===== config.mk =====
export PLATFORM = sky130hd
export DESIGN_NAME = cmt_cell
export DESIGN_NICKNAME = d
export VERILOG_FILES = /design/src/hw/rtl/cmt_pkg.sv /design/src/hw/rtl/cmt_cell.sv
export SDC_FILE = /design/constraint.sdc
export NUM_CORES = 1
export LEC_CHECK = 0
export ABC_CLOCK_PERIOD_IN_PS = 13950
export BUFFER_PORTS_ARGS = -buffer_cell sky130_fd_sc_hd__buf_2
export CAP_MARGIN = 5
export CORE_MARGIN = 3
export CORE_UTILIZATION = 57
export CTS_CLUSTER_SIZE = 20
export DETAILED_ROUTE_END_ITERATION = 10
export GPL_TIMING_DRIVEN = 0
export MAX_ROUTING_LAYER = met4
export PLACE_DENSITY = 0.94
export SYNTH_ARGS = -nofsm -noshare
export SYNTH_HDL_FRONTEND = slang
export SYNTH_SLANG_ARGS = --single-unit

===== constraint.sdc =====
create_clock -name clk -period 13.95 [get_ports clk]
set_clock_uncertainty 0.1 [all_clocks]
set_input_delay 2.0925 -clock clk [delete_from_list [all_inputs] [get_ports clk]]
set_output_delay 2.0925 -clock clk [all_outputs]
set_load 0.05 [all_outputs]

===== src/hw/rtl/cmt_pkg.sv =====
// ----------------------------------------------------------------------------
// cmt_pkg
// Shared types and codes for the counted multiset table.
// ----------------------------------------------------------------------------
package cmt_pkg;

	localparam int VALUE_W = 32;
	localparam int COUNT_W = 16;
	localparam logic [COUNT_W-1:0] COUNT_LIMIT = '1;

	typedef enum logic [1:0] {
		FUNC_ADD    = 2'd0,
		FUNC_REMOVE = 2'd1,
		FUNC_QUERY  = 2'd2,
		FUNC_NONE   = 2'd3
	} func_t;

	typedef enum logic [1:0] {
		ST_DONE    = 2'd0,
		ST_ABSENT  = 2'd1,
		ST_FULL    = 2'd2,
		ST_LIMIT   = 2'd3
	} status_t;

	typedef enum logic [1:0] {
		PH_IDLE,
		PH_SCAN,
		PH_APPLY,
		PH_OUT
	} phase_t;

	// token passed from cell to cell
	typedef struct packed {
		logic              hit;
		logic              free_seen;
		logic              any;
		logic signed [VALUE_W-1:0] lo;
		logic signed [VALUE_W-1:0] hi;
	} token_t;

	// per-pass command broadcast to every cell
	typedef struct packed {
		logic              scan;
		logic              apply;
		logic [1:0]        func;
		logic [VALUE_W-1:0] value;
	} cmd_t;

endpackage


===== src/hw/rtl/cmt_cell.sv =====
// ----------------------------------------------------------------------------
// cmt_cell
// One table slot: holds value, count and used bit. During a scan pass it
// compares against the key; during an apply pass it updates itself and folds
// its value into the min/max token handed to the next cell.
// ----------------------------------------------------------------------------
module cmt_cell (
	input  logic              clk,
	input  logic              arst_n,
	input  cmt_pkg::cmd_t     cmd,
	input  logic              active,
	input  cmt_pkg::token_t   tok_in,
	output cmt_pkg::token_t   tok_out,
	output logic [cmt_pkg::COUNT_W-1:0] count
);
	import cmt_pkg::*;

	logic [VALUE_W-1:0] value_q;
	logic [COUNT_W-1:0] count_q;
	logic               used_q;
	logic               match;
	logic               take_free;
	logic               n_used;
	logic [COUNT_W-1:0] n_count;
	logic signed [VALUE_W-1:0] sv;

	assign match     = used_q && (value_q == cmd.value);
	assign take_free = !used_q && !tok_in.free_seen && !tok_in.hit
		&& (cmd.func == FUNC_ADD);

	always_comb begin
		n_used  = used_q;
		n_count = count_q;
		if (cmd.apply && active) begin
			if (cmd.func == FUNC_ADD) begin
				if (match && count_q != COUNT_LIMIT) begin
					n_count = count_q + 1'b1;
				end else if (take_free) begin
					n_used  = 1'b1;
					n_count = COUNT_W'(1);
				end
			end else if (cmd.func == FUNC_REMOVE && match) begin
				if (count_q > COUNT_W'(1)) begin
					n_count = count_q - 1'b1;
				end else begin
					n_used  = 1'b0;
					n_count = '0;
				end
			end
		end
	end

	assign sv = (cmd.apply && take_free) ? cmd.value : value_q;

	always_comb begin
		tok_out = tok_in;
		if (cmd.scan) begin
			tok_out.hit = tok_in.hit | match;
		end else if (cmd.apply) begin
			if (!used_q) tok_out.free_seen = 1'b1;
			if (n_used) begin
				if (!tok_in.any || sv < tok_in.lo) tok_out.lo = sv;
				if (!tok_in.any || sv > tok_in.hi) tok_out.hi = sv;
				tok_out.any = 1'b1;
			end
		end
	end

	assign count = (match || (cmd.apply && take_free)) ? n_count : '0;

	always_ff @(posedge clk or negedge arst_n) begin
		if (!arst_n) begin
			used_q  <= 1'b0;
			count_q <= '0;
		end else begin
			used_q  <= n_used;
			count_q <= n_count;
		end
	end

	always_ff @(posedge clk) begin
		if (cmd.apply && active && take_free) value_q <= cmd.value;
	end

endmodule

==> flow_metrics.py <==
metrics = {
    "outcome": {
        "status": "completed",
    },
    "floorplan": {
        "core_um2": 10400,
        "io_pins": 189,
        "die_h_um": 110,
        "dieWidth_um": 110,
        "fp-row-count": 37,
        "die_area_um2": 12000,
        "initial_core_util_pct": 58.9,
    },
    "logic_synthesis": {
        "synth_top_cell_by_area": "edfxtp_1",
        "synth_edf_count": 32,
        "avgSynthCellArea_um2": 8.59,
        "yosysWarnings": 0,
        "yosys-top-cells-count": "inv_1, ha_1, mux2_2, nand2_1",
        "synth.top_cell.area_share_pct": 15.7,
        "synth_top_flop_cell": "edfxtp_1",
        "synth_most_common_cell": "inv_1",
        "synthArstFlopShare_pct": 34.7,
        "synth-seq-area-share_pct": 22.7,
        "synthesis.nets": 883,
        "synth.area.top_cells": "edfxtp_1, ha_1, mux2_2",
        "synth-seq-cells": 49,
        "ys_types": 74,
        "synth_cells": 711,
        "netlist_area_um2": 6110,
    },
    "route": {
        "met3_length_um": 2030,
        "avgViaCountPerCell": 6.40,
        "maxUsedRoutingLayer": "met4",
        "drt-met1-wl_um": 7530,
        "drt-total-wl_um": 21400,
        "vias": 6658,
        "ant_nets": 0,
        "drtIter0Drc": 633,
        "drc": 0,
        "avgRoutedWirePerCell_um": 20.6,
        "drt-pass1-iter-count": 5,
        "wl_met2_um": 10700,
    },
    "worst_setup_path": {
        "crit_type": "input pin to output port",
        "critPathLaunchType": "input pin",
        "slowest_delay_ns": 0.68,
        "crit_buf_inv": 4,
        "cpMaxStageDelayCell": "nor4b_1",
        "cp_common_cell": "buf_2",
        "required_ns": 11.76,
        "cp_max_fo": 10,
        "cp.arrival_ns": 7.42,
        "cp_cell_sequence": "buf_2 > nor4b_1 > nand2_1 > clkbuf_1 > o21ai_0 > ha_1 > a21oi_1 > o2111a_1 > o21ai_0 > a211oi_1 > xor2_1 > o2111ai_1 > buf_2 > mux2_1 > buf_2",
        "cp-end-kind": "output port",
        "path_delay_family": "compound AO/OA/AOI/OAI gates",
    },
    "placed_design": {
        "dpl_worst_slack_ns": 4.46,
        "globalplace.congestion": 0.990,
        "portBuffers": 186,
        "hpwl_um": 17300,
        "dpl.cell_count": 1033,
    },
    "finish": {
        "n_fill_cell": 791,
        "areaGrowthSynthToFinish_pct": 19.5,
        "antenna-diode-count": 0,
        "drive_above_1_share_pct": 30.2,
        "layoutNonFillerInstCount": 1041,
        "fin_nets": 1076,
    },
    "power_and_ir_drop": {
        "vdd_drop_max_mv": 0.0502,
        "total_power_uw": 447,
        "leakage_nw": 3.48,
        "p_per_area_nw_per_um2": 61.3,
    },
    "sta": {
        "timing.final.crit_period_ns": 9.61,
        "slew_violations": 0,
        "rsz0062_at_grt": "no",
        "layout_worst_path_cycle_share_pct": 68.9,
        "setup_viol": 0,
        "fin_ws_ns": 4.34,
        "slew_headroom_pct": 11.4,
        "tightestPinTransition_ns": 1.32,
        "hold_viol": 0,
        "tns_ns": 0,
        "timing.fmax_mhz": 104,
    },
    "global_route": {
        "grt_pass1_vias": 6522,
        "track_usage_pct": 36.0,
        "antenna_found_initial": 0,
        "grt_pass1_wl_um": 32800,
        "grt_remaining_overflow": 0,
        "grt_max_degree": 33,
    },
    "clock_network": {
        "post_cts_buffers": 0,
        "clk_latency_ns": 0.34,
        "clockBufferDepth": 2,
        "clkTransAtPathRegs_ns": 0.11,
        "tritoncts": "done",
        "ctsResizeCount": 0,
        "numCtsBuffers": 5,
        "cts-root-buf": "clkbuf_8",
        "htree_num_levels": 2,
        "clock-sinks": 49,
        "postCtsHoldBufs": 0,
    },
    "worst_hold_path": {
        "hold_class": "flop to flop",
    },
    "run": {
        "cap_viol_max_count": 0,
    },
}
placed cells by master, fill, tap and decap left out, types with 4 or more instances in the layout:
| cell | count |
|---|---|
| a21o_1 | 9 |
| o21ai_0 | 32 |
| and3_1 | 11 |
| dfrtp_1 | 17 |
| and2_1 | 9 |
| a211oi_1 | 11 |
| ha_1 | 66 |
| nand4_1 | 19 |
| xnor2_1 | 4 |
| nor2b_1 | 4 |
| or4_1 | 5 |
| a31oi_1 | 13 |
| nor2_1 | 33 |
| nand3_1 | 20 |
| a311oi_1 | 4 |
| mux2_1 | 34 |
| edfxtp_1 | 32 |
| nand4b_1 | 4 |
| nor4_1 | 16 |
| o21a_1 | 4 |
| clkbuf_1 | 17 |
| nor4b_1 | 4 |
| or3_1 | 5 |
| a21oi_1 | 33 |
| inv_1 | 84 |
| o22ai_1 | 6 |
| mux2_2 | 56 |
| xor2_1 | 22 |
| buf_2 | 193 |
| nand2_1 | 44 |
| nor3_1 | 17 |
| nand2b_1 | 4 |
| clkbuf_8 | 5 |
kinds of logic after synthesis:
family	share of synthesized area, %
AO/OA/AOI/OAI	16.1
XOR/XNOR	3.73
adder cells (fa/ha/maj)	13.5
buffers and inverters	7.23
flip-flops	22.7
multiplexers	17.1
AND/OR/NAND/NOR	19.6
metal layers:
layer  up-vias  track usage, %
li1       3048               -
met1      3061            41.2
met2       452            59.9
met3        97            6.52
met4         0            19.3
met5         -               -
sequential cells by signal (all words and copies together) (netlist names):
register and flops:
count_q 16, used_q 1, value_q 32
per-stage QoR:
step,area (um2),hold slack (ns),util [%]
after floorplan,6110,0.472,-
after global placement,7210,0.533,69.5
after detailed placement,7220,0.566,69.6
after CTS,7300,0.586,70.4
after global routing,7300,0.659,70.4
final,7300,0.598,70.4
path summary, 6_finish.rpt:
check	slack, ns	endpoint	cells past startpoint	start
max in group asynchronous	11.85	used_q$_DFF_PN0_	1	arst_n
worst min register to register	0.60	count_q[4]$_DFF_PN0_	2	count_q[4]$_DFF_PN0_
worst max register to register	10.31	count_q[14]$_DFF_PN0_	8	value_q[18]$_DFFE_PP_
min in group asynchronous	1.57	count_q[3]$_DFF_PN0_	1	arst_n
worst min-delay path	0.60	count_q[4]$_DFF_PN0_	2	count_q[4]$_DFF_PN0_
worst max-delay path	4.34	tok_out[17]	15	tok_in[65]
worst reg2reg max path, delay by kind of cell (launching register included):
family | cells | cell delay [ns]
and+or+nand+nor | 5 | 2.53
DFF | 1 | 0.43
AOI/OAI and AO/OA | 2 | 0.30
xor gates and xnor gates | 1 | 0.18
cell type report:
cell class | count | area, um2 | area share [%]
repair buffers | 186 | 931 | 12.8
flip-flops and latches | 49 | 1390 | 19.0
clock inverters | 2 | 10.0 | 0.137
clock buffers | 6 | 72.6 | 0.994
plain buffers | 27 | 126 | 1.73
inverters | 84 | 315 | 4.32
multi-input cells | 551 | 4290 | 58.7
well taps | 136 | 170 | 2.33
power by group:
part	leakage [nW]	switching, mW	internal, mW	total [mW]
logic	2.94	0.120	0.0609	0.181
clock network	0.0450	0.0593	0.0351	0.0944
registers	0.500	0.0110	0.160	0.171
total	3.48	0.191	0.256	0.447
No activity file was read; power rests on OpenSTA's default activity.
